===== src/rtl/spkint_pkg.sv =====
// Shared types and constants for the spectral peak interpolator.
// No dependencies; every other file in rtl/ imports this package.
package spkint_pkg;

    // Frame length in bins; only the lower half of the spectrum is searched.
    localparam int unsigned BINS      = 512;
    localparam int unsigned HALF_BINS = BINS / 2;

    localparam int unsigned IDX_W  = 12;
    localparam int unsigned MAG_W  = 32;
    localparam int unsigned BW_W   = 24;
    localparam int unsigned FREQ_W = 24;
    localparam int unsigned AMP_W  = 32;

    localparam logic [IDX_W-1:0] HALF_IDX = IDX_W'(HALF_BINS);
    localparam logic [IDX_W-1:0] LAST_IDX = IDX_W'(HALF_BINS - 1);

    // Configuration register indexes.
    localparam int unsigned CFG_IDX_W = 2;
    localparam logic [CFG_IDX_W-1:0] CFG_START = 2'd0;
    localparam logic [CFG_IDX_W-1:0] CFG_END   = 2'd1;
    localparam logic [CFG_IDX_W-1:0] CFG_WIDTH = 2'd2;
    localparam int unsigned CFG_DATA_W = 24;

    localparam logic [IDX_W-1:0] START_RST = 12'd0;
    localparam logic [IDX_W-1:0] END_RST   = 12'd256;
    localparam logic [BW_W-1:0]  WIDTH_RST = 24'd24000;

    // Frame record queue; the depth must be a power of two.
    localparam int unsigned Q_DEPTH = 2;
    localparam int unsigned Q_PTR_W = $clog2(Q_DEPTH);
    localparam int unsigned Q_CNT_W = $clog2(Q_DEPTH + 1);

    // Interpolation arithmetic widths.
    localparam int unsigned NUM_W  = 33;   // y0 - y2
    localparam int unsigned DEN_W  = 35;   // y0 - 2*y1 + y2
    localparam int unsigned ADEN_W = 34;   // |den|
    localparam int unsigned DIV_W  = 52;   // remainder and shifted divisor
    localparam int unsigned QUO_W  = 17;   // Q16 offset magnitude
    localparam int unsigned OFS_W  = 18;   // signed Q16 offset
    localparam int unsigned CNT_W  = 5;
    localparam int unsigned POS_W  = 28;   // index.Q16 position
    localparam int unsigned FPROD_W = POS_W + BW_W;
    localparam int unsigned APROD_W = NUM_W + OFS_W;
    localparam int unsigned VAL_W  = 52;

    localparam logic [QUO_W-1:0] Q16_ONE = 17'd65536;
    localparam logic [CNT_W-1:0] DIV_LAST_STEP = 5'd16;

    // One finished frame, handed from the front end to the back end.
    typedef struct packed {
        logic [IDX_W-1:0] best_index;
        logic [MAG_W-1:0] y0;
        logic [MAG_W-1:0] y1;
        logic [MAG_W-1:0] y2;
        logic             found;
        logic             at_edge;
    } spkint_rec_t;

    typedef struct packed {
        logic not_empty;
        logic full;
    } spkint_qstat_t;

    typedef struct packed {
        logic              found;
        logic [AMP_W-1:0]  amplitude;
        logic [FREQ_W-1:0] frequency;
    } spkint_res_t;

endpackage


===== src/rtl/spkint_queue.sv =====
// Short FIFO of finished frame records between the front and back ends.
// Depends on spkint_pkg for the record type and the queue depth.
module spkint_queue (
    input  logic                      clk,
    input  logic                      rst_n,
    input  logic                      push,
    input  spkint_pkg::spkint_rec_t   wr_rec,
    input  logic                      pop,
    output spkint_pkg::spkint_rec_t   head,
    output spkint_pkg::spkint_qstat_t qstat
);
    import spkint_pkg::*;

    spkint_rec_t        mem [Q_DEPTH];
    logic [Q_PTR_W-1:0] wr_ptr_reg, wr_ptr_next;
    logic [Q_PTR_W-1:0] rd_ptr_reg, rd_ptr_next;
    logic [Q_CNT_W-1:0] count_reg, count_next;
    logic               do_push;
    logic               do_pop;

    assign qstat.not_empty = (count_reg != '0);
    assign qstat.full      = (count_reg == Q_CNT_W'(Q_DEPTH));
    assign do_push         = push && !qstat.full;
    assign do_pop          = pop && qstat.not_empty;
    assign head            = mem[rd_ptr_reg];

    always_comb
    begin
        wr_ptr_next = do_push ? wr_ptr_reg + Q_PTR_W'(1) : wr_ptr_reg;
        rd_ptr_next = do_pop ? rd_ptr_reg + Q_PTR_W'(1) : rd_ptr_reg;
        count_next  = count_reg;
        if (do_push && !do_pop)
        begin
            count_next = count_reg + Q_CNT_W'(1);
        end
        else if (do_pop && !do_push)
        begin
            count_next = count_reg - Q_CNT_W'(1);
        end
    end

    always_ff @(posedge clk)
    begin
        if (do_push)
        begin
            mem[wr_ptr_reg] <= wr_rec;
        end
    end

    always_ff @(posedge clk or negedge rst_n)
    begin
        if (!rst_n)
        begin
            wr_ptr_reg <= '0;
            rd_ptr_reg <= '0;
            count_reg  <= '0;
        end
        else
        begin
            wr_ptr_reg <= wr_ptr_next;
            rd_ptr_reg <= rd_ptr_next;
            count_reg  <= count_next;
        end
    end

endmodule


===== config.mk =====
export PLATFORM = sky130hd
export DESIGN_NAME = spkint_queue
export DESIGN_NICKNAME = d
export VERILOG_FILES = /design/src/rtl/spkint_pkg.sv /design/src/rtl/spkint_queue.sv
export SDC_FILE = /design/constraint.sdc
export NUM_CORES = 1
export LEC_CHECK = 0
export BUFFER_PORTS_ARGS = -buffer_cell sky130_fd_sc_hd__buf_2
export CORE_UTILIZATION = 55
export CTS_BUF_LIST = sky130_fd_sc_hd__clkbuf_4
export CTS_CLUSTER_DIAMETER = 40
export DETAILED_ROUTE_END_ITERATION = 8
export GPL_TIMING_DRIVEN = 1
export PLACE_DENSITY_LB_ADDON = 0.1
export SLEW_MARGIN = 5
export SYNTH_ARGS = -nofsm -noshare
export SYNTH_HDL_FRONTEND = slang
export SYNTH_SLANG_ARGS = --single-unit

===== constraint.sdc =====
create_clock -name clk -period 12 [get_ports clk]
set_clock_uncertainty 0.15 [all_clocks]
set_input_delay 0.6 -clock clk [delete_from_list [all_inputs] [get_ports clk]]
set_output_delay 0.6 -clock clk [all_outputs]
set_load 0.01 [all_outputs]

Word-level counts from Yosys, hierarchy flattened
Memories as Yosys holds them, arrays and structs flattened.
Index checks and enable logic that the tools add are counted.
{ "totals": {"ff_bits": 4, "latch_bits": 0, "ramBits": 220, "romBits": 0, "in_bits": 114, "elab_cells": 22, "n_memories": 1} }
{ "memory_table": {"columns": ["memory", "depth", "width", "read_ports", "rd_clocked_by_memory_dff", "wr", "line_no", "rtl"], "rows": [
  ["mem", 2, 110, 1, 0, 1, "spkint_queue.sv:14", "spkint_rec_t mem [Q_DEPTH];"]
]} }
{ "classes": {"addsub": 4, "mul": 0, "div_mod_pow": 0, "magnitude_cmp": 0, "n_eq_ne": 1, "shift": 0, "mux": 4, "bitwise_logic": 0, "n_reduce_logical": 9} }
{ "ops": {"columns": ["operator", "n"], "rows": [
  ["$logic_and A1 B1 Y1", 4],
  ["$mux W2", 2],
  ["$reduce_bool A2 Y1", 2],
  ["$logic_not A1 Y1", 3],
  ["$add A1 B1 Y1 const B", 2],
  ["$add A2 B1 Y2 const B", 1],
  ["$eq A2 B2 Y1 const B", 1],
  ["$mux W1", 2],
  ["$sub A2 B1 Y2 const B", 1]
]} }

Depth between registers and ports, before layout
{ "depth": {"depth_word": 7, "mapped_depth": 7} }

Worst setup path before layout
Ideal clock, no wire load.
{ "synth_timing": {"path_kind": "in2reg", "startpoint": "input push", "endpoint": "memory mem[0][0] (netlist name), enable pin", "setup_time_ps": 580, "t_arrival_ps": 5264, "t_required_ps": 11270, "slack_ps": 6006, "cell_stages": 2, "path_cell_list": "nand2_1 > nor2_1"} }
{ "synth_via": {"elab_chain_len": 3} }
{ "synth_lines": {"columns": ["item", "line_no", "rtl"], "rows": [
  ["from (decl)", "spkint_queue.sv:6", "input logic push,"],
  ["$logic_and A1 B1 Y1", "spkint_queue.sv:23", "assign do_push = push && !qstat.full;"],
  ["$mux W1", "spkint_queue.sv:44", "if (do_push)"],
  ["$mux W1 (not written as such)", "spkint_queue.sv:46", "mem[wr_ptr_reg] <= wr_rec;"],
  ["to (decl)", "spkint_queue.sv:14", null]
]} }
Every way passes these cells.

==> impl_metrics.py <==
metrics = {
    "routing": {
        "drt_iter0_drc": 225,
        "wl_per_cell_um": 16.3,
        "drcViolationCount": 0,
        "dr.pass1.iters": 4,
        "wl_mm": 15.8,
        "avgViaCountPerCell": 4.86,
        "ant_nets": 0,
        "vias": 4711,
    },
    "placement": {
        "portBuffers": 225,
        "place_congestion": 0.699,
        "hpwl_mm": 9.37,
        "place_inst": 762,
        "place_ws_ps": 9010,
    },
    "sta": {
        "fin_crit_sh": 0.301,
        "slew_headroom": 0.402,
        "post-route-min-period_ps": 3610,
        "maxSlewViolCount": 0,
        "max_freq_mhz": 277,
        "setup_viol": 0,
        "grt_setup_unrepaired": "no",
        "fin_ws_ps": 8390,
        "finalHoldViolCount": 0,
        "tns_ps": 0,
        "worst_pin_slew_ps": 897,
    },
    "synth": {
        "yosysWarnings": 0,
        "synth_nets": 476,
        "ys_types": 14,
        "synthCells": 361,
        "ys_ff_latch": 224,
        "syn_area_per_cell_um2": 22.6,
        "ys_seq_area_frac": 0.821,
        "syn_area_mm2": 0.00817,
    },
    "worst_setup_path": {
        "crit_required_ps": 11250,
        "cp-end-kind": "primary output",
        "critPathKind": "reg -> out",
        "path_cells": "buf_4 -> mux2_2 -> buf_2",
        "crit_fanout": 69,
        "cp_slowest_stage_delay_ps": 790,
        "cp_slowest_cell": "dfrtp_4",
        "path_delay_family": "buffers and inverters",
        "cp.arrival_ps": 2860,
        "startpoint_type": "flop",
        "critPathBufInv": 2,
    },
    "floorplan": {
        "die_w_um": 124,
        "num_rows": 44,
        "ioPinCount": 226,
        "dieHeight_um": 124,
        "start_util": 0.562,
        "fp.dieArea_mm2": 0.0153,
        "core_area_mm2": 0.0145,
    },
    "clock_tree": {
        "clk-insertion-delay-late_ps": 620,
        "cts.reportedPaths.clkPinSlew_ps": 60,
        "clock_path_buffers": 3,
        "cts_setup_buffers": 0,
        "cts_root_buf": "clkbuf_4",
        "clock_sinks": 224,
        "cts_made_buffers": 54,
        "h-tree-depth": 2,
        "cts_tree": "yes",
    },
    "final_layout": {
        "diodes": 0,
        "area_growth_pct": 37.7,
        "fillers": 888,
        "fin_cells": 969,
        "largest_reg_flops": 220,
        "nets": 860,
        "drive_gt1_frac": 0.548,
    },
    "flow_run": {
        "cap_violations": 0,
    },
    "power": {
        "ir_worst_vdd_uv": 131,
        "leakagePower_nw": 4.36,
        "p_per_area_mw_per_mm2": 218,
        "p_total_mw": 2.45,
    },
    "global_routing": {
        "grt_pass1_vias": 5015,
        "grtUsageTotal": 0.209,
        "grt_max_degree": 70,
        "antenna_found_initial": 0,
        "grt-ovfl-total": 0,
        "grt_pass1_wl_mm": 23.7,
    },
    "hold_path": {
        "hold_class": "in -> reg",
    },
    "outcome": {
        "outcome": "completed",
    },
}
logic make-up after synthesis:
logic type	synth area share
fa+ha+maj	0.00153
flops	0.821
mux	0.152
xor+xnor	0.00536
buf+inv	0.0159
simple gates	0.00414
worst register-to-register path: cells and delay by family, from the launching register on:
family | cells | cell delay, ps
buf+inv | 1 | 760
simple gates | 2 | 880
flops | 1 | 400
cell usage after synthesis (all sizes together):
cell / instances / area, um^2
nor2: 2 / 7.51
nand2: 2 / 7.51
ha: 1 / 12.5
edfxtp: 220 / 6610
and3: 1 / 6.26
dfrtp: 4 / 100
xnor2: 3 / 26.3
buf: 12 / 123
inv: 2 / 7.51
mux2: 110 / 1240
nand2b: 1 / 6.26
or2: 1 / 6.26
xor2: 2 / 17.5
stage by stage:
step	util	hold WS [ps]	cell area (um^2)
2_1_floorplan	-	154	8170
3_3_place_gp	0.650	258	9450
3_5_place_dp	0.650	261	9450
4_1_cts	0.773	55.5	11200
5_1_grt	0.773	107	11200
6_report	0.773	129	11200
where the power goes:
part | switching (mW) | internal (mW) | leakage [nW] | total (mW)
sequential | 0.0679 | 1.07 | 2.09 | 1.14
clock | 0.273 | 0.322 | 0.414 | 0.595
combinational | 0.370 | 0.341 | 1.86 | 0.711
path summary, 6_finish.rpt:
kind                                   start  cells past startpoint      endpoint  slack, ps
worst max-delay path              rd_ptr_reg                      3      head[86]       8390
worst max register to register  count_reg[0]                      3    mem[1][70]       9390
worst min register to register  count_reg[1]                      1  count_reg[1]        340
max in group asynchronous              rst_n                      2    rd_ptr_reg      11400
worst min-delay path                     pop                      3    rd_ptr_reg        130
min in group asynchronous              rst_n                      2  count_reg[1]        170
layer usage:
metal,part of all wire,wire (um),GRT usage,vias up
met1,0.38,5970,0.226,2243
li1,-,-,-,2245
met3,0.072,1130,0.0650,45
met5,0,0,0,-
met4,0.035,555,0.126,0
met2,0.52,8150,0.360,178
timing repair:
item / CTS / global route
resized for setup: 0 / 0
hold buffers: 111 / 0
hold endpoints to repair: 224 / 0
area by class of cell:
type,instances,area (um^2),share of cell area
Tap cell,184,230,0.0205
Timing Repair Buffer,340,2270,0.202
Clock inverter,10,38.8,0.00345
Sequential cell,224,6710,0.597
Clock buffer,86,646,0.0574
Inverter,2,7.51,0.000668
Multi-Input combinational cell,123,1340,0.119
cell usage in the layout (no fill, tap or decap), drive strengths merged:
cell / instances
buf: 229
edfxtp: 220
dlygate4sd3: 111
mux2: 110
clkbuf: 86
clkinv: 10
dfrtp: 4
xnor2: 3
inv: 2
nand2: 2
xor2: 2
nor2: 2
nand2b: 1
or2: 1
and3: 1
ha: 1
Note: power is estimated with default switching activity, not from simulation.
