**src/rtl/spkint_pkg.sv**
```systemverilog
// Shared types and constants for the spectral peak interpolator.
// No dependencies; every other file in rtl/ imports this package.
package spkint_pkg;

    // Frame length in bins; only the lower half of the spectrum is searched.
    localparam int unsigned BINS      = 512;
    localparam int unsigned HALF_BINS = BINS / 2;

    localparam int unsigned IDX_W  = 12;
    localparam int unsigned MAG_W  = 32;
    localparam int unsigned BW_W   = 24;
    localparam int unsigned FREQ_W = 24;
    localparam int unsigned AMP_W  = 32;

    localparam logic [IDX_W-1:0] HALF_IDX = IDX_W'(HALF_BINS);
    localparam logic [IDX_W-1:0] LAST_IDX = IDX_W'(HALF_BINS - 1);

    // Configuration register indexes.
    localparam int unsigned CFG_IDX_W = 2;
    localparam logic [CFG_IDX_W-1:0] CFG_START = 2'd0;
    localparam logic [CFG_IDX_W-1:0] CFG_END   = 2'd1;
    localparam logic [CFG_IDX_W-1:0] CFG_WIDTH = 2'd2;
    localparam int unsigned CFG_DATA_W = 24;

    localparam logic [IDX_W-1:0] START_RST = 12'd0;
    localparam logic [IDX_W-1:0] END_RST   = 12'd256;
    localparam logic [BW_W-1:0]  WIDTH_RST = 24'd24000;

    // Frame record queue; the depth must be a power of two.
    localparam int unsigned Q_DEPTH = 2;
    localparam int unsigned Q_PTR_W = $clog2(Q_DEPTH);
    localparam int unsigned Q_CNT_W = $clog2(Q_DEPTH + 1);

    // Interpolation arithmetic widths.
    localparam int unsigned NUM_W  = 33;   // y0 - y2
    localparam int unsigned DEN_W  = 35;   // y0 - 2*y1 + y2
    localparam int unsigned ADEN_W = 34;   // |den|
    localparam int unsigned DIV_W  = 52;   // remainder and shifted divisor
    localparam int unsigned QUO_W  = 17;   // Q16 offset magnitude
    localparam int unsigned OFS_W  = 18;   // signed Q16 offset
    localparam int unsigned CNT_W  = 5;
    localparam int unsigned POS_W  = 28;   // index.Q16 position
    localparam int unsigned FPROD_W = POS_W + BW_W;
    localparam int unsigned APROD_W = NUM_W + OFS_W;
    localparam int unsigned VAL_W  = 52;

    localparam logic [QUO_W-1:0] Q16_ONE = 17'd65536;
    localparam logic [CNT_W-1:0] DIV_LAST_STEP = 5'd16;

    // One finished frame, handed from the front end to the back end.
    typedef struct packed {
        logic [IDX_W-1:0] best_index;
        logic [MAG_W-1:0] y0;
        logic [MAG_W-1:0] y1;
        logic [MAG_W-1:0] y2;
        logic             found;
        logic             at_edge;
    } spkint_rec_t;

    typedef struct packed {
        logic not_empty;
        logic full;
    } spkint_qstat_t;

    typedef struct packed {
        logic              found;
        logic [AMP_W-1:0]  amplitude;
        logic [FREQ_W-1:0] frequency;
    } spkint_res_t;

endpackage

```
**src/rtl/spkint_front.sv**
```systemverilog
// Front end: takes one magnitude bin per transfer and tracks the peak search.
// Depends on spkint_pkg; pushes one spkint_rec_t per frame into spkint_queue.
module spkint_front (
    input  logic                         clk,
    input  logic                         rst_n,
    input  logic                         s_tvalid,
    output logic                         s_tready,
    input  logic [spkint_pkg::MAG_W-1:0] s_tdata,
    input  logic                         s_tlast,
    input  logic [spkint_pkg::IDX_W-1:0] start_bin,
    input  logic [spkint_pkg::IDX_W-1:0] end_bin,
    input  spkint_pkg::spkint_qstat_t    qstat,
    output logic                         push,
    output spkint_pkg::spkint_rec_t      rec
);
    import spkint_pkg::*;

    logic [IDX_W-1:0] bin_cnt_reg, bin_cnt_next;
    logic [MAG_W-1:0] best_val_reg, best_val_next;
    logic [IDX_W-1:0] best_idx_reg, best_idx_next;
    logic             have_best_reg, have_best_next;
    logic [MAG_W-1:0] prev_bin_reg, prev_bin_next;
    logic [MAG_W-1:0] left_reg, left_next;
    logic [MAG_W-1:0] right_reg, right_next;
    logic             right_pend_reg, right_pend_next;

    logic             accept;
    logic [IDX_W-1:0] hi;
    logic             hit;

    assign s_tready = !qstat.full;
    assign accept   = s_tvalid && s_tready;
    assign hi       = (end_bin < HALF_IDX) ? end_bin : HALF_IDX;
    assign hit      = (bin_cnt_reg >= start_bin) && (bin_cnt_reg < hi)
                      && (!have_best_reg || (s_tdata > best_val_reg));

    // Search update for the bin being taken, before the end-of-frame clear.
    logic [IDX_W-1:0] upd_cnt;
    logic [MAG_W-1:0] upd_best_val;
    logic [IDX_W-1:0] upd_best_idx;
    logic             upd_have;
    logic [MAG_W-1:0] upd_left;
    logic [MAG_W-1:0] upd_right;
    logic             upd_pend;

    always_comb
    begin
        upd_right    = right_pend_reg ? s_tdata : right_reg;
        upd_pend     = 1'b0;
        upd_best_val = best_val_reg;
        upd_best_idx = best_idx_reg;
        upd_have     = have_best_reg;
        upd_left     = left_reg;
        if (hit)
        begin
            upd_have     = 1'b1;
            upd_best_val = s_tdata;
            upd_best_idx = bin_cnt_reg;
            upd_left     = prev_bin_reg;
            upd_right    = '0;
            upd_pend     = 1'b1;
        end
        upd_cnt = (bin_cnt_reg != '1) ? bin_cnt_reg + IDX_W'(1) : bin_cnt_reg;
    end

    assign push           = accept && s_tlast;
    assign rec.best_index = upd_best_idx;
    assign rec.y0         = upd_left;
    assign rec.y1         = upd_best_val;
    assign rec.y2         = upd_right;
    assign rec.found      = (start_bin < hi) && upd_have;
    assign rec.at_edge    = (upd_best_idx == '0) || (upd_best_idx == LAST_IDX);

    always_comb
    begin
        bin_cnt_next    = bin_cnt_reg;
        best_val_next   = best_val_reg;
        best_idx_next   = best_idx_reg;
        have_best_next  = have_best_reg;
        prev_bin_next   = prev_bin_reg;
        left_next       = left_reg;
        right_next      = right_reg;
        right_pend_next = right_pend_reg;
        if (accept)
        begin
            if (s_tlast)
            begin
                bin_cnt_next    = '0;
                best_val_next   = '0;
                best_idx_next   = '0;
                have_best_next  = 1'b0;
                prev_bin_next   = '0;
                left_next       = '0;
                right_next      = '0;
                right_pend_next = 1'b0;
            end
            else
            begin
                bin_cnt_next    = upd_cnt;
                best_val_next   = upd_best_val;
                best_idx_next   = upd_best_idx;
                have_best_next  = upd_have;
                prev_bin_next   = s_tdata;
                left_next       = upd_left;
                right_next      = upd_right;
                right_pend_next = upd_pend;
            end
        end
    end

    always_ff @(posedge clk or negedge rst_n)
    begin
        if (!rst_n)
        begin
            bin_cnt_reg    <= '0;
            best_val_reg   <= '0;
            best_idx_reg   <= '0;
            have_best_reg  <= 1'b0;
            prev_bin_reg   <= '0;
            left_reg       <= '0;
            right_reg      <= '0;
            right_pend_reg <= 1'b0;
        end
        else
        begin
            bin_cnt_reg    <= bin_cnt_next;
            best_val_reg   <= best_val_next;
            best_idx_reg   <= best_idx_next;
            have_best_reg  <= have_best_next;
            prev_bin_reg   <= prev_bin_next;
            left_reg       <= left_next;
            right_reg      <= right_next;
            right_pend_reg <= right_pend_next;
        end
    end

endmodule

```
**config.mk**
```make
export PLATFORM = sky130hd
export DESIGN_NAME = spkint_front
export DESIGN_NICKNAME = d
export VERILOG_FILES = /design/src/rtl/spkint_pkg.sv /design/src/rtl/spkint_front.sv
export SDC_FILE = /design/constraint.sdc
export NUM_CORES = 1
export LEC_CHECK = 0
export ABC_AREA = 1
export BUFFER_PORTS_ARGS = -buffer_cell sky130_fd_sc_hd__buf_4
export CAP_MARGIN = 5
export CORE_AREA = 2 2 115 172
export CTS_BUF_LIST = sky130_fd_sc_hd__clkbuf_4
export CTS_CLUSTER_DIAMETER = 40
export DETAILED_ROUTE_END_ITERATION = 8
export DIE_AREA = 0 0 117 174
export GPL_TIMING_DRIVEN = 1
export PLACE_DENSITY = 0.72
export SLEW_MARGIN = 40
export SYNTH_ARGS = -nofsm -noshare
export SYNTH_HDL_FRONTEND = slang
export SYNTH_SLANG_ARGS = --single-unit
```
**constraint.sdc**
```tcl
create_clock -name clk -period 3.9 [get_ports clk]
set_input_delay 0.78 -clock clk [delete_from_list [all_inputs] [get_ports clk]]
set_output_delay 0.78 -clock clk [all_outputs]
set_load 0.1 [all_outputs]
```
* Word level (Yosys, flattened, before mapping)
Index checks and enable logic that the tools add are counted.
W data, S select, Z words.
** Storage, ports and cells
- Register bits after elaboration :: 154
- Latch bits :: 0
- Memory bits (writable) :: 0
- Bits in read-only memories :: 0
- Input bits :: 62
- Output and inout port bits :: 112
- Word-level logic and storage cells :: 45
- Memories kept :: 0
** Cells by class
- Add/sub/neg operators :: 1
- $mul :: 0
- Divide/modulo/power cells :: 0
- $lt $le $gt $ge :: 5
- Eq/ne operators :: 2
- Shift-type cells :: 0
- Mux-type cells :: 17
- Bitwise logic cells :: 0
- Reduce and logical (&&, ||, !) cells :: 12
** Operator list (number)
- $mux W32 :: 8
- $mux W12 :: 5
- $gt A32 B32 Y1 :: 1
- $lt A12 B12 Y1 :: 2
- $add A12 B1 Y12 const B :: 1
- $eq A12 B8 Y1 const B :: 1
- $ge A12 B12 Y1 :: 1
- $logic_not A12 Y1 :: 1
- $lt A12 B9 Y1 const B :: 1
- $ne A12 B12 Y1 const B :: 1
- $logic_and A1 B1 Y1 :: 5
- $mux W1 :: 4
- $logic_not A1 Y1 :: 2
- $logic_or A1 B1 Y1 :: 2
- $reduce_and A2 Y1 :: 1
- $reduce_bool A2 Y1 :: 1

* Longest topological paths before layout
- Word-level depth :: 8
- Gate-level depth with buffers :: 24

* Worst setup path before layout
OpenSTA, ideal clock, no wires.
- Path type :: input-to-output
- Start :: input port end_bin[8] (netlist name)
- End :: output port rec[1] (netlist name)
- Arrival time :: 4.393 ns
- Required time :: 3.120 ns
- Setup slack :: -1.273 ns
- Stages on the path :: 15
- Cells stage by stage :: nor2_1 -> nand2_1 -> inv_2 -> nand2_1 -> ha_1 -> nand2_1 -> inv_1 -> o21bai_1 -> a21oi_1 -> nor2_1 -> nand2_1 -> nor2_8 -> buf_2 -> nor2_1 -> nor3_1
** RTL lines
- start: declaration :: line spkint_front.sv:11 : input logic [spkint_pkg::IDX_W-1:0] end_bin,
- end: declaration :: line spkint_front.sv:14 : output spkint_pkg::spkint_rec_t rec

==> flow_summary.rst <==
.. list-table::
   :header-rows: 1

   * - Metric
     - Value
   * - Worst endpoint required time
     - between 3 and 4 ns
   * - Switching part of the total power
     - 34.37%
   * - Slowest-stage cell, CP
     - sky130_fd_sc_hd__dfrtp_1
   * - Post-CTS Hold Buffers
     - 0
   * - CTS Buf Count
     - 17
   * - Cell-by-cell listing of the critical path
     - inv_1 -> ha_4 -> a21oi_1 -> nand2_1 -> a21oi_1 -> nand2_2 -> nand2_1 -> nand2_1 -> nand2_2 -> nand2_4 -> nand2_8 -> buf_16 -> nand2_1 -> nand2_1 -> nand2_1 -> nor2_2 -> nand3_2 -> nand2_4 -> buf_12
   * - Maximum fanout encountered on the critical timing path
     - 10
   * - Routed Antenna Nets
     - 0
   * - First drt pass iteration count
     - 6
   * - I/O pin cnt
     - roughly 170
   * - Setup slack of the critical path after layout
     - -0.2144 ns
   * - Number of pins with negative max-slew slack in the final report
     - 0
   * - Number of remaining DRC errors
     - 0
   * - CP max stage delay
     - about 0.4 ns
   * - Clock latency on the worst-skew pair
     - 0.58 ns
   * - Placed instance count
     - 1621
   * - Met3 Wirelength
     - roughly 1500 um
   * - CTS tree
     - built
   * - Clk sink count
     - about 150
   * - GR Overflow Total
     - 0
   * - Static Leak
     - about 6.5 nW
   * - Number of global-route vias before repair
     - about 9600
   * - Post-synthesis cell area
     - roughly 9300 um^2
   * - Critical path class
     - flip-flop to output port
   * - Reg2reg path depth
     - 18
   * - Distinct cells, synth
     - 36
   * - Hold Worst Slack
     - approximately 0.23 ns
   * - Share of cells above drive strength 1
     - approximately two fifths
   * - WL per Instance
     - around 18 um
   * - Routed wire length
     - 31110 um
   * - Crit start category
     - flip-flop
   * - Failing checks
     - negative setup slack
   * - Area of the core
     - ~19000 um^2
   * - Synthesis-to-finish area growth
     - 59.63%
   * - Clock share of power
     - ~30%
   * - Post-layout min period
     - between 4 and 5 ns
   * - Final setup skew
     - about 0.029 ns
   * - Combinational share of power
     - around a quarter
   * - Leading cell type in the layout, fill and taps excluded
     - sky130_fd_sc_hd__nand2_1
   * - Number of endpoints failing setup at the final stage
     - 84
   * - Detailed Route Iter0 Violations
     - 768
   * - Setup repair after global routing missed its margin
     - yes
   * - Final hold violation count
     - 0
   * - Maximum number of pins on one net before global-route repair
     - between 70 and 80
   * - Cell-internal power
     - ~2.6 mW
   * - Flop and latch count out of synthesis
     - 154
   * - Detailed-routing wirelength on met1
     - about 11000 um
   * - Bufs on Longest Clock Path
     - 2
   * - Number of enable-type register cells in the synthesized netlist
     - 0
   * - Switching pwr
     - 1.337 mW
   * - Overall global routing resource usage
     - between 20% and 30%
   * - Std cell rows
     - 62
   * - Power density relative to cell area
     - ~260 nW/um^2
   * - Y dimension of the die
     - 174 um
   * - Highest Clock Rate
     - about 240 MHz
   * - Die Footprint
     - between 20000 and 25000 um^2
   * - Number of max-capacitance violations reported
     - 0
   * - Most frequent cell on the critical path
     - sky130_fd_sc_hd__nand2_1
   * - Met2 wire length
     - 16830 um
   * - Run status
     - complete, but fails checks
   * - Post-detailed-placement half-perimeter wirelength
     - 17240 um
   * - Number of warnings issued by yosys
     - 0
   * - Most common flop cell mapped by yosys
     - sky130_fd_sc_hd__dfrtp_1
   * - Count of non-filler cells in the finished layout
     - around 1700
   * - Synthesized instance count
     - approximately 1200
   * - Peak VDD IR
     - between 0.15 and 0.2 mV
   * - Final worst-path cycle share
     - 105.5%
   * - Initial antenna violation count
     - 1
   * - H-Tree Level Count
     - 4
   * - Uppermost metal layer occupied by signal nets
     - met4
   * - Via count
     - roughly 9600
   * - Type of the tightest min-delay check
     - input port to asynchronous set/reset pin
   * - Number of input and output port buffers inserted
     - around 170
   * - Signal arrival time at the worst endpoint
     - 3.33 ns
   * - Commonest cells after routing, fill and taps aside
     - sky130_fd_sc_hd__nand2_1 (214), sky130_fd_sc_hd__dfrtp_1 (148), sky130_fd_sc_hd__buf_4 (146)
   * - Setup crit end kind
     - output port
   * - Relative slew margins
     - between 40 and 50%
   * - Actual slew at the worst max-slew pin
     - around 0.88 ns
   * - Effective utilization at floorplan
     - just under 50%
   * - Mean post-synth cell area
     - about 7.7 um^2
   * - Placer Congestion
     - 0.8292
   * - Clock slew seen by the registers of the worst setup and hold paths
     - roughly 0.15 ns
   * - Clock Root Buffer
     - sky130_fd_sc_hd__clkbuf_4
   * - Async S/R FF share, synth
     - 100.0%
   * - Wire length of the first global-routing pass
     - between 40000 and 50000 um
   * - Sequential area share after synthesis
     - a little over two fifths
   * - Horizontal die dimension
     - 117 um
   * - Net count reported at finish
     - about 1600
   * - Via count normalized by instance count
     - 5.561
   * - Sequential share of power
     - about 44%
## stage by stage
| stage | setup TNS, ns | utilization [%] | power, mW | setup slack [ns] | cell area (um^2) |
|---|---|---|---|---|---|
| 3_5_place_dp | -7.824 | 61.40 | 2.568 | -0.1527 | 11670 |
| 4_1_cts | -2.723 | 71.73 | 3.820 | -0.1009 | 13630 |
| 5_1_grt | -18.63 | 77.77 | 4.042 | -0.3540 | 14780 |
| 6_report | -5.041 | 77.77 | 3.889 | -0.2144 | 14780 |
| 3_3_place_gp | -6.286 | 61.40 | 2.551 | -0.1253 | 11670 |
| 2_1_floorplan | -1.266 | - | 2.313 | -0.3766 | 9748 |
## power by group through the flow
stage                     logic [mW]  registers (mW)  clock network (mW)
after floorplan                0.588            1.72                   0
after global placement         0.820            1.73                   0
after detailed placement       0.832            1.74                   0
after CTS                      0.948            1.71                1.17
after global routing            1.09            1.72                1.24
final                           1.02            1.71                1.16
## per-layer routing
layer / track usage, % / vias up
li1: - / 4414
met3: 4.114 / 113
met5: 0 / -
met2: 51.18 / 397
met4: 13.24 / 0
met1: 33.05 / 4646
## path summary, 6_finish.rpt
| kind | start | to | slack, ns |
|---|---|---|---|
| max | best_val_reg[11] | rec[0] | -0.21 |
| min in group clk | right_reg[24] | right_reg[24] | 0.49 |
| max reg2reg | best_val_reg[11] | left_reg[14] | 1.08 |
| min | rst_n | prev_bin_reg[8] | 0.23 |
| max in group asynchronous | rst_n | right_reg[23] | 2.66 |
| min reg2reg | right_reg[24] | right_reg[24] | 0.49 |
## cells by family (layout without fill, tap and decap cells)
| kind of cell | Yosys count | in the layout | synth area share [%] |
|---|---|---|---|
| AO/OA/AOI/OAI | 295 | 295 | 19.84 |
| AND/OR/NAND/NOR | 404 | 404 | 17.76 |
| buffers and inverters | 279 | 546 | 12.23 |
| other | 1 | 3 | 0.04050 |
| adder cells (fa/ha/maj) | 63 | 63 | 8.514 |
| flip-flops | 154 | 154 | 41.62 |
## critical path: cells and delay by family, from the launching register on
| family | cells | cell delay (ns) |
|---|---|---|
| AOI/OAI and AO/OA | 2 | 0.45 |
| adders and majority gates | 1 | 0.22 |
| buffers and inverters | 3 | 0.45 |
| DFF | 1 | 0.41 |
| and+or+nand+nor | 13 | 1.19 |
## cell type report
cell class / instances / area (um^2)
Clock buffer: 18 / 135.1
Timing Repair Buffer: 297 / 3966
Antenna cell: 1 / 2.502
Fill cell: 1149 / 4225
Clock inverter: 14 / 193.9
Sequential cell: 154 / 3861
Tap cell: 256 / 320.3
Inverter: 217 / 984.7
Multi-Input combinational cell: 764 / 5316
## repair_timing
item                       in CTS  in global routing
buffers inserted               32                 21
gates resized for setup       303                193
gates cloned                    7                  8
pin swaps                      29                 27
setup endpoints to repair      99                110
## cells in the mapped netlist (34+ instances only)
library cell	instances	area (um^2)
sky130_fd_sc_hd__o21a_1	68	510.5
sky130_fd_sc_hd__nand2_1	278	1044
sky130_fd_sc_hd__nand3_1	34	170.2
sky130_fd_sc_hd__a21oi_1	34	170.2
sky130_fd_sc_hd__dfrtp_1	154	3854
sky130_fd_sc_hd__o21ai_1	34	170.2
sky130_fd_sc_hd__clkbuf_1	39	146.4
sky130_fd_sc_hd__nor2_1	64	240.2
sky130_fd_sc_hd__ha_1	63	788.3
sky130_fd_sc_hd__o22ai_1	73	456.7
sky130_fd_sc_hd__inv_1	214	803.3
sky130_fd_sc_hd__o21ai_0	47	235.2
No activity file was read; power rests on OpenSTA's default activity.
