**src/rtl/spkint_pkg.sv**
```systemverilog
// Shared types and constants for the spectral peak interpolator.
// No dependencies; every other file in rtl/ imports this package.
package spkint_pkg;

    // Frame length in bins; only the lower half of the spectrum is searched.
    localparam int unsigned BINS      = 512;
    localparam int unsigned HALF_BINS = BINS / 2;

    localparam int unsigned IDX_W  = 12;
    localparam int unsigned MAG_W  = 32;
    localparam int unsigned BW_W   = 24;
    localparam int unsigned FREQ_W = 24;
    localparam int unsigned AMP_W  = 32;

    localparam logic [IDX_W-1:0] HALF_IDX = IDX_W'(HALF_BINS);
    localparam logic [IDX_W-1:0] LAST_IDX = IDX_W'(HALF_BINS - 1);

    // Configuration register indexes.
    localparam int unsigned CFG_IDX_W = 2;
    localparam logic [CFG_IDX_W-1:0] CFG_START = 2'd0;
    localparam logic [CFG_IDX_W-1:0] CFG_END   = 2'd1;
    localparam logic [CFG_IDX_W-1:0] CFG_WIDTH = 2'd2;
    localparam int unsigned CFG_DATA_W = 24;

    localparam logic [IDX_W-1:0] START_RST = 12'd0;
    localparam logic [IDX_W-1:0] END_RST   = 12'd256;
    localparam logic [BW_W-1:0]  WIDTH_RST = 24'd24000;

    // Frame record queue; the depth must be a power of two.
    localparam int unsigned Q_DEPTH = 2;
    localparam int unsigned Q_PTR_W = $clog2(Q_DEPTH);
    localparam int unsigned Q_CNT_W = $clog2(Q_DEPTH + 1);

    // Interpolation arithmetic widths.
    localparam int unsigned NUM_W  = 33;   // y0 - y2
    localparam int unsigned DEN_W  = 35;   // y0 - 2*y1 + y2
    localparam int unsigned ADEN_W = 34;   // |den|
    localparam int unsigned DIV_W  = 52;   // remainder and shifted divisor
    localparam int unsigned QUO_W  = 17;   // Q16 offset magnitude
    localparam int unsigned OFS_W  = 18;   // signed Q16 offset
    localparam int unsigned CNT_W  = 5;
    localparam int unsigned POS_W  = 28;   // index.Q16 position
    localparam int unsigned FPROD_W = POS_W + BW_W;
    localparam int unsigned APROD_W = NUM_W + OFS_W;
    localparam int unsigned VAL_W  = 52;

    localparam logic [QUO_W-1:0] Q16_ONE = 17'd65536;
    localparam logic [CNT_W-1:0] DIV_LAST_STEP = 5'd16;

    // One finished frame, handed from the front end to the back end.
    typedef struct packed {
        logic [IDX_W-1:0] best_index;
        logic [MAG_W-1:0] y0;
        logic [MAG_W-1:0] y1;
        logic [MAG_W-1:0] y2;
        logic             found;
        logic             at_edge;
    } spkint_rec_t;

    typedef struct packed {
        logic not_empty;
        logic full;
    } spkint_qstat_t;

    typedef struct packed {
        logic              found;
        logic [AMP_W-1:0]  amplitude;
        logic [FREQ_W-1:0] frequency;
    } spkint_res_t;

endpackage

```
**src/rtl/spkint_back.sv**
```systemverilog
// Back end: parabolic refinement of one frame record and the output register.
// Depends on spkint_pkg; pops records from spkint_queue.
module spkint_back (
    input  logic                         clk,
    input  logic                         rst_n,
    input  logic [spkint_pkg::BW_W-1:0]  bin_width,
    input  spkint_pkg::spkint_qstat_t    qstat,
    input  spkint_pkg::spkint_rec_t      head,
    output logic                         pop,
    output logic                         res_valid,
    input  logic                         res_ready,
    output spkint_pkg::spkint_res_t      res
);
    import spkint_pkg::*;

    typedef enum logic [2:0] {
        S_IDLE,
        S_SETUP,
        S_CHECK,
        S_DIV,
        S_SIGN,
        S_MUL,
        S_AMP,
        S_OUT
    } state_t;

    state_t state_reg, state_next;
    logic   out_valid_reg, out_valid_next;

    logic [IDX_W-1:0]          idx_reg, idx_next;
    logic [MAG_W-1:0]          y1_reg, y1_next;
    logic                      found_reg, found_next;
    logic                      interp_reg, interp_next;
    logic signed [NUM_W-1:0]   num_reg, num_next;
    logic signed [DEN_W-1:0]   den_reg, den_next;
    logic                      sign_reg, sign_next;
    logic [DIV_W-1:0]          rem_reg, rem_next;
    logic [DIV_W-1:0]          dsh_reg, dsh_next;
    logic [QUO_W-1:0]          quo_reg, quo_next;
    logic [CNT_W-1:0]          cnt_reg, cnt_next;
    logic signed [OFS_W-1:0]   ofs_reg, ofs_next;
    logic [FPROD_W-1:0]        fprod_reg, fprod_next;
    logic signed [APROD_W-1:0] aprod_reg, aprod_next;
    logic [FREQ_W-1:0]         freq_reg, freq_next;
    logic [VAL_W-1:0]          aval_reg, aval_next;
    spkint_res_t               res_reg, res_next;

    logic signed [DEN_W-1:0]   aden_full;
    logic signed [NUM_W-1:0]   anum_full;
    logic [QUO_W-1:0]          quo_sat;
    logic signed [POS_W:0]     pos_s;
    logic [POS_W-1:0]          pos_u;
    logic [FPROD_W:0]          fsum;
    logic signed [VAL_W-1:0]   val_s;
    logic [VAL_W:0]            asum;
    logic                      rem_ge;

    assign aden_full = den_reg[DEN_W-1] ? -den_reg : den_reg;
    assign anum_full = num_reg[NUM_W-1] ? -num_reg : num_reg;
    assign rem_ge    = (rem_reg >= dsh_reg);
    assign quo_sat   = (quo_reg > Q16_ONE) ? Q16_ONE : quo_reg;
    assign pos_s     = $signed({1'b0, idx_reg, 16'b0})
                       + $signed({{(POS_W + 1 - OFS_W){ofs_reg[OFS_W-1]}}, ofs_reg});
    assign pos_u     = pos_s[POS_W] ? '0 : pos_s[POS_W-1:0];
    assign fsum      = {1'b0, fprod_reg} + (FPROD_W + 1)'(32768);
    assign val_s     = $signed({3'b000, y1_reg, 17'b0})
                       - $signed({aprod_reg[APROD_W-1], aprod_reg});
    assign asum      = {1'b0, aval_reg} + (VAL_W + 1)'(65536);

    always_comb
    begin
        state_next     = state_reg;
        out_valid_next = out_valid_reg && !res_ready;
        pop            = 1'b0;
        idx_next       = idx_reg;
        y1_next        = y1_reg;
        found_next     = found_reg;
        interp_next    = interp_reg;
        num_next       = num_reg;
        den_next       = den_reg;
        sign_next      = sign_reg;
        rem_next       = rem_reg;
        dsh_next       = dsh_reg;
        quo_next       = quo_reg;
        cnt_next       = cnt_reg;
        ofs_next       = ofs_reg;
        fprod_next     = fprod_reg;
        aprod_next     = aprod_reg;
        freq_next      = freq_reg;
        aval_next      = aval_reg;
        res_next       = res_reg;
        case (state_reg)
            S_IDLE:
            begin
                if (qstat.not_empty)
                begin
                    pop         = 1'b1;
                    idx_next    = head.best_index;
                    y1_next     = head.y1;
                    found_next  = head.found;
                    interp_next = head.found && !head.at_edge;
                    num_next    = $signed({1'b0, head.y0}) - $signed({1'b0, head.y2});
                    den_next    = $signed({3'b000, head.y0}) + $signed({3'b000, head.y2})
                                  - $signed({2'b00, head.y1, 1'b0});
                    state_next  = S_SETUP;
                end
            end
            S_SETUP:
            begin
                sign_next = num_reg[NUM_W-1] ^ den_reg[DEN_W-1];
                rem_next  = DIV_W'({anum_full[MAG_W-1:0], 16'b0})
                            + DIV_W'(aden_full[ADEN_W-1:0]);
                dsh_next  = {aden_full[ADEN_W-1:0], 18'b0};
                quo_next  = '0;
                ofs_next  = '0;
                // Edge peaks, frames without a peak and a flat parabola use no offset.
                if (!interp_reg || (den_reg == '0))
                begin
                    state_next = S_MUL;
                end
                else
                begin
                    state_next = S_CHECK;
                end
            end
            S_CHECK:
            begin
                // A quotient of two bins or more saturates without dividing.
                if (rem_ge)
                begin
                    quo_next   = Q16_ONE;
                    state_next = S_SIGN;
                end
                else
                begin
                    dsh_next   = dsh_reg >> 1;
                    cnt_next   = DIV_LAST_STEP;
                    state_next = S_DIV;
                end
            end
            S_DIV:
            begin
                if (rem_ge)
                begin
                    rem_next = rem_reg - dsh_reg;
                end
                quo_next = {quo_reg[QUO_W-2:0], rem_ge};
                dsh_next = dsh_reg >> 1;
                if (cnt_reg == '0)
                begin
                    state_next = S_SIGN;
                end
                else
                begin
                    cnt_next = cnt_reg - CNT_W'(1);
                end
            end
            S_SIGN:
            begin
                ofs_next   = sign_reg ? -$signed({1'b0, quo_sat}) : $signed({1'b0, quo_sat});
                state_next = S_MUL;
            end
            S_MUL:
            begin
                fprod_next = {{BW_W{1'b0}}, pos_u} * {{POS_W{1'b0}}, bin_width};
                aprod_next = $signed({{OFS_W{num_reg[NUM_W-1]}}, num_reg})
                             * $signed({{NUM_W{ofs_reg[OFS_W-1]}}, ofs_reg});
                state_next = S_AMP;
            end
            S_AMP:
            begin
                freq_next  = (|fsum[FPROD_W:FREQ_W+16]) ? '1 : fsum[FREQ_W+15:16];
                aval_next  = val_s[VAL_W-1] ? VAL_W'(-val_s) : VAL_W'(val_s);
                state_next = S_OUT;
            end
            S_OUT:
            begin
                if (!out_valid_reg || res_ready)
                begin
                    out_valid_next = 1'b1;
                    res_next.found = found_reg;
                    if (found_reg)
                    begin
                        res_next.frequency = freq_reg;
                        res_next.amplitude = (|asum[VAL_W:AMP_W+17]) ? '1
                                             : asum[AMP_W+16:17];
                    end
                    else
                    begin
                        res_next.frequency = '0;
                        res_next.amplitude = '0;
                    end
                    state_next = S_IDLE;
                end
            end
            default:
            begin
                state_next = S_IDLE;
            end
        endcase
    end

    assign res_valid = out_valid_reg;
    assign res       = res_reg;

    always_ff @(posedge clk or negedge rst_n)
    begin
        if (!rst_n)
        begin
            state_reg     <= S_IDLE;
            out_valid_reg <= 1'b0;
        end
        else
        begin
            state_reg     <= state_next;
            out_valid_reg <= out_valid_next;
        end
    end

    always_ff @(posedge clk)
    begin
        idx_reg    <= idx_next;
        y1_reg     <= y1_next;
        found_reg  <= found_next;
        interp_reg <= interp_next;
        num_reg    <= num_next;
        den_reg    <= den_next;
        sign_reg   <= sign_next;
        rem_reg    <= rem_next;
        dsh_reg    <= dsh_next;
        quo_reg    <= quo_next;
        cnt_reg    <= cnt_next;
        ofs_reg    <= ofs_next;
        fprod_reg  <= fprod_next;
        aprod_reg  <= aprod_next;
        freq_reg   <= freq_next;
        aval_reg   <= aval_next;
        res_reg    <= res_next;
    end

endmodule

```
**config.mk**
```make
export PLATFORM = sky130hd
export DESIGN_NAME = spkint_back
export DESIGN_NICKNAME = d
export VERILOG_FILES = /design/src/rtl/spkint_pkg.sv /design/src/rtl/spkint_back.sv
export SDC_FILE = /design/constraint.sdc
export NUM_CORES = 2
export LEC_CHECK = 0
export BUFFER_PORTS_ARGS = -buffer_cell sky130_fd_sc_hd__clkbuf_2
export CAP_MARGIN = 20
export CORE_ASPECT_RATIO = 0.5
export CORE_MARGIN = 2
export CORE_UTILIZATION = 60
export DETAILED_ROUTE_END_ITERATION = 12
export PLACE_DENSITY = 0.79
export SYNTH_ARGS = -nofsm -noshare
export SYNTH_HDL_FRONTEND = slang
export SYNTH_SLANG_ARGS = --single-unit
```
**constraint.sdc**
```tcl
create_clock -name clk -period 9.45 [get_ports clk]
set_input_delay 2.3625 -clock clk [delete_from_list [all_inputs] [get_ports clk]]
set_output_delay 2.3625 -clock clk [all_outputs]
set_load 0.02 [all_outputs]
```
======== Yosys cells after proc, flatten, opt, wreduce, memory -nomap -nowiden ========
Index checks and enable logic that the tools add are counted.
W data, S select, Z words.
operators by class
  $add $sub $neg .......................... 14
  multipliers ............................. 2
  divide/modulo/power cells ............... 0
  magnitude comparators ................... 2
  eq/ne operators ......................... 14
  shifts and indexed selects .............. 0
  multiplexer cells ....................... 27
  bitwise gates (word level) .............. 1
  reductions and logical operators ........ 24
operators by type and width
  operator                  count
  $pmux W52 S3              1
  $mux W52                  2
  $pmux W52 S2              1
  $mux W32                  2
  $add A52 B16 Y53 const B  1
  $add A52 B17 Y53 const B  1
  $ge A52 B52 Y1            1
  $mul A28 B24 Y52          1
  $neg A52 Y52              1
  $sub A50 B51 Y52          1
  $sub A52 B52 Y52          1
  $mul A33 B18 Y51          1
  $mux W51                  1
  $pmux W17 S3              1
  $add A48 B34 Y49          1
  $pmux W18 S2              1
  $logic_not A35 Y1         1
  $mux W17                  2
  $mux W34                  1
  $neg A34 Y34              1
  $sub A33 B33 Y34          1
  $add A32 B32 Y33          1
  $sub A32 B32 Y33          1
  $neg A32 Y32              1
  27 further kinds          57
storage, ports and cells
  register bits after elaboration ......... 498
  latch bits .............................. 0
  RAM bits ................................ 0
  bits in read-only memories .............. 0
  input port bits ......................... 139
  output and inout port bits .............. 59
  word-level logic and storage cells ...... 106
  memories kept ........................... 0

======== Depth between registers and ports, before layout ========
  word-level depth ........................ 5
  mapped depth ............................ 39
  depth with buffers taken out ............ 36

======== Least setup slack after synthesis ========
No wires, ideal clock.
  path type ............................... flip-flop to flip-flop
  start ................................... register ofs_reg[17]
  end ..................................... register fprod_reg[48] (data pin)
  setup time .............................. 0.261 ns
  arrival ................................. 9.043 ns
  required time ........................... 9.189 ns
  path slack .............................. 0.146 ns
  cell stages (with the launch flop) ...... 34
  buffers on the path ..................... 4
  period minus slack after synthesis ...... 9.304 ns
  path through ............................ edfxtp_1 clkbuf_1 inv_1 fa_1 nand2b_1 a21o_1 a311oi_1 o22a_1 clkbuf_1 clkbuf_1 and2_1 clkbuf_1 nand2_1 fa_1 inv_1 fa_1 fa_1 fa_1 fa_1 fa_1 inv_1 fa_1 inv_1 ha_1 a21o_1 a21o_1 a21oi_1 o21ai_0 a22oi_1 o2bb2ai_1 o21ai_0 o311ai_0 a21boi_0 a311o_1
between the ends
  word-level cells in the longest chain between the ends .. 3
RTL lines
  item                      line                text
  start: declaration        spkint_back.sv:41   logic signed [OFS_W-1:0] ofs_reg, ofs_next;
  start signal: assignment  spkint_back.sv:233  ofs_reg <= ofs_next;
  $add A29 B18 Y29          spkint_back.sv:63   + $signed({{(POS_W + 1 - OFS_W){ofs_reg[OFS_W-1]}}, ofs_reg});
  $mux W28                  spkint_back.sv:64   assign pos_u = pos_s[POS_W] ? '0 : pos_s[POS_W-1:0];
  $mul A28 B24 Y52          spkint_back.sv:165  fprod_next = {{BW_W{1'b0}}, pos_u} * {{POS_W{1'b0}}, bin_width};
  end signal: assignment    spkint_back.sv:234  fprod_reg <= fprod_next;
  end: declaration          spkint_back.sv:42   logic [FPROD_W-1:0] fprod_reg, fprod_next;
Every way passes these cells.
A chain may end at the register's enable or synchronous reset.

======== Worst setup path in the final report ========
  start ................................... register ofs_reg[16]
  end ..................................... register fprod_reg[51] (data pin)
Same word-level chain as after synthesis.

==> out/qor.yml <==
synth_cells: 7818
insertion_delay_ns: 0.65
ant_nets: 0
slew_viol_final: 0
nets: 9738
r2r-end: "fprod_reg[51]"
io_pins: 198
crit_top_cell: "fa_1"
mostFrequentLayoutCell: "inv_1"
cp.required_ns: 9.83
gr-total-overflow: 0
first_iter_violations: 5364
layout_common_cells: "1517 x inv_1, 1172 x fa_1, 975 x nand2_1"
largest_register_ffs: 57
hold_violations: 0
finalSetupViolCount: 0
syn_to_final_growth_pct: 7.948
clock-sinks: 466
synth.distinct_cells: 86
gp_congestion: 1.006
clockRootBuffer: "clkbuf_16"
wl_per_cell_um: 21.24
synth-adder-area-share_pct: 40.79
status: "finished, final reports clean"
max_cap_viol_count: 0
path_clk_slew_ns: 0.10
end_kind: "flip-flop"
synth_edf_count: 462
whs_path_depth: 1
postSynthNetCount: 9614
route.detailed.drc: 0
cts_tree: "built"
yosysWarningCount: 0
grt_antenna_before_repair: 9
die_h_um: 249.7
async_reset_ff_share_pct: 0.8584
hold_class: "reg2reg"
crit_type: "reg2reg"
synth-xor-area-share_pct: 4.814
synthSimpleGateAreaFrac_pct: 16.05
syn_avg_cell_area_um2: 9.262
slowest_delay_ns: 0.62
numCtsBuffers: 48
yosys_register_bits: 466
track_usage_pct: 33.39
dr.pass1.iters: 6
layout_min_cycle_time_ns: 9.152
synth_top_family_by_area: "adder cells"
synth_compound_area_share_pct: 9.032
routed-via-count: 56561
relSlewSlack_pct: 17.17
grt_max_degree: 82
hp-start: "freq_reg[4]"
path_max_fanout: 20
ff2ff_path_depth: 36
final_core_util_pct: 65.06
grt_pass1_wl_um: 319900
cts.path.max_buffers: 3
fmax_mhz: 109.3
port_buffers: 196
synthFlopType: "edfxtp_1"
via_per_inst: 5.894
start_util_pct: 60.27
worst_pin_slew_ns: 1.242
drive_gt1_share_pct: 7.506
grt_pass1_vias: 57281
cts_max_level: 2
layout_worst_path_cycle_share_pct: 96.84
ys_seq_area_share_pct: 19.30
whs_endpoint: "res[4]"
pre_cts_slack_ns: -0.1180
fin_worst_skew_ns: 0.06668
r2r_slack_ns: 0.30
syn_area_mm2: 0.07241
routed_wl_um: 203800
synthMuxAreaShare_pct: 0.1417
core_area_mm2: 0.1202
dieArea_mm2: 0.1237
die_w_um: 495.3
critPathSlowestCell: "fa_1"
fill_cells: 9483
timing.rr.start: "ofs_reg[16]"
cp_data_arrival_time_ns: 9.53
rows: 90
setup_ws_ns: 0.2982
critPathLaunchType: "flip-flop"
hpwlAfterDp_um: 163700
-- what timing repair did --
action	4_1_cts	5_1_grt
endpoints found under the setup margin	0	18
hold buffers	0	0
gates resized for setup	0	31
setup buffers	0	3
-- synthesized netlist by cell type (88+ instances only) --
master / number / share of area, %
fa_1: 1173 / 32
o21ai_0: 191 / 1.3
inv_1: 1517 / 7.9
and3_1: 356 / 3.1
and2_1: 261 / 2.3
nand2_1: 976 / 5.1
xor2_1: 151 / 1.8
a21oi_1: 312 / 2.2
nor2_1: 301 / 1.6
xnor2_1: 247 / 3.0
edfxtp_1: 462 / 19
nand3_1: 88 / 0.61
a21o_1: 128 / 1.3
ha_1: 484 / 8.4
clkbuf_1: 353 / 1.8
-- final cells by class --
cell class	instances	area [um^2]	area share (%)
clock inverter	31	411.6	0.5266
timing repair buffer	460	3359	4.298
multi-input combinational	5448	51460	65.83
antenna	6	15.01	0.01921
sequential	466	13970	17.88
clock buffer	57	1235	1.580
inverter	1518	5698	7.289
tap	1610	2014	2.577
-- through the flow --
stage	instance area (um^2)	hold slack [ns]	setup TNS [ns]	cells
3_5_place_dp	76280	0.5137	-0.2137	9495
4_1_cts	77930	0.5246	0	9583
6_report	78170	0.5227	0	9596
3_3_place_gp	76280	0.5107	-0.02428	9495
5_1_grt	78160	0.5348	-0.07078	9591
2_1_floorplan	72410	0.4459	0	7818
-- routing by layer --
layer	share of wire [%]	track usage [%]
met4	4.8	13.89
met5	0.012	0
met3	11	7.286
met2	45	51.85
met1	40	45.64
-- worst max-delay path: cells and delay by family, from the launching register on --
kind	cells	cell delay, ns
XOR/XNOR	1	0.12
buffers and inverters	10	1.25
adder cells (fa/ha/maj)	10	4.42
flip-flops	1	0.39
AO/OA/AOI/OAI	9	1.91
AND/OR/NAND/NOR	6	0.78
-- cells by family after synthesis --
logic type,after synthesis
compound gates,1017
xor+xnor,398
buf+inv,1904
mux,10
simple gates,2365
other cells,1
fa+ha+maj,1657
flops,466
-- worst max-delay path by stage --
| stage | slack [ns] | startpoint | cells past startpoint | to |
|---|---|---|---|---|
| global route | -0.05 | ofs_reg[16] | 37 | fprod_reg[48] |
| finish | 0.30 | ofs_reg[16] | 36 | fprod_reg[51] |
| detailed placement | -0.12 | bin_width[13] | 27 | fprod_reg[48] |
| CTS | 0.003 | ofs_reg[17] | 38 | fprod_reg[48] |
| global placement | -0.02 | bin_width[14] | 25 | fprod_reg[48] |
| floorplan | 0.15 | ofs_reg[17] | 33 | fprod_reg[48] |
Power is left out: the tool's default activity adds up to more than one toggle a clock period on the data nets, which glitch-free logic cannot reach.
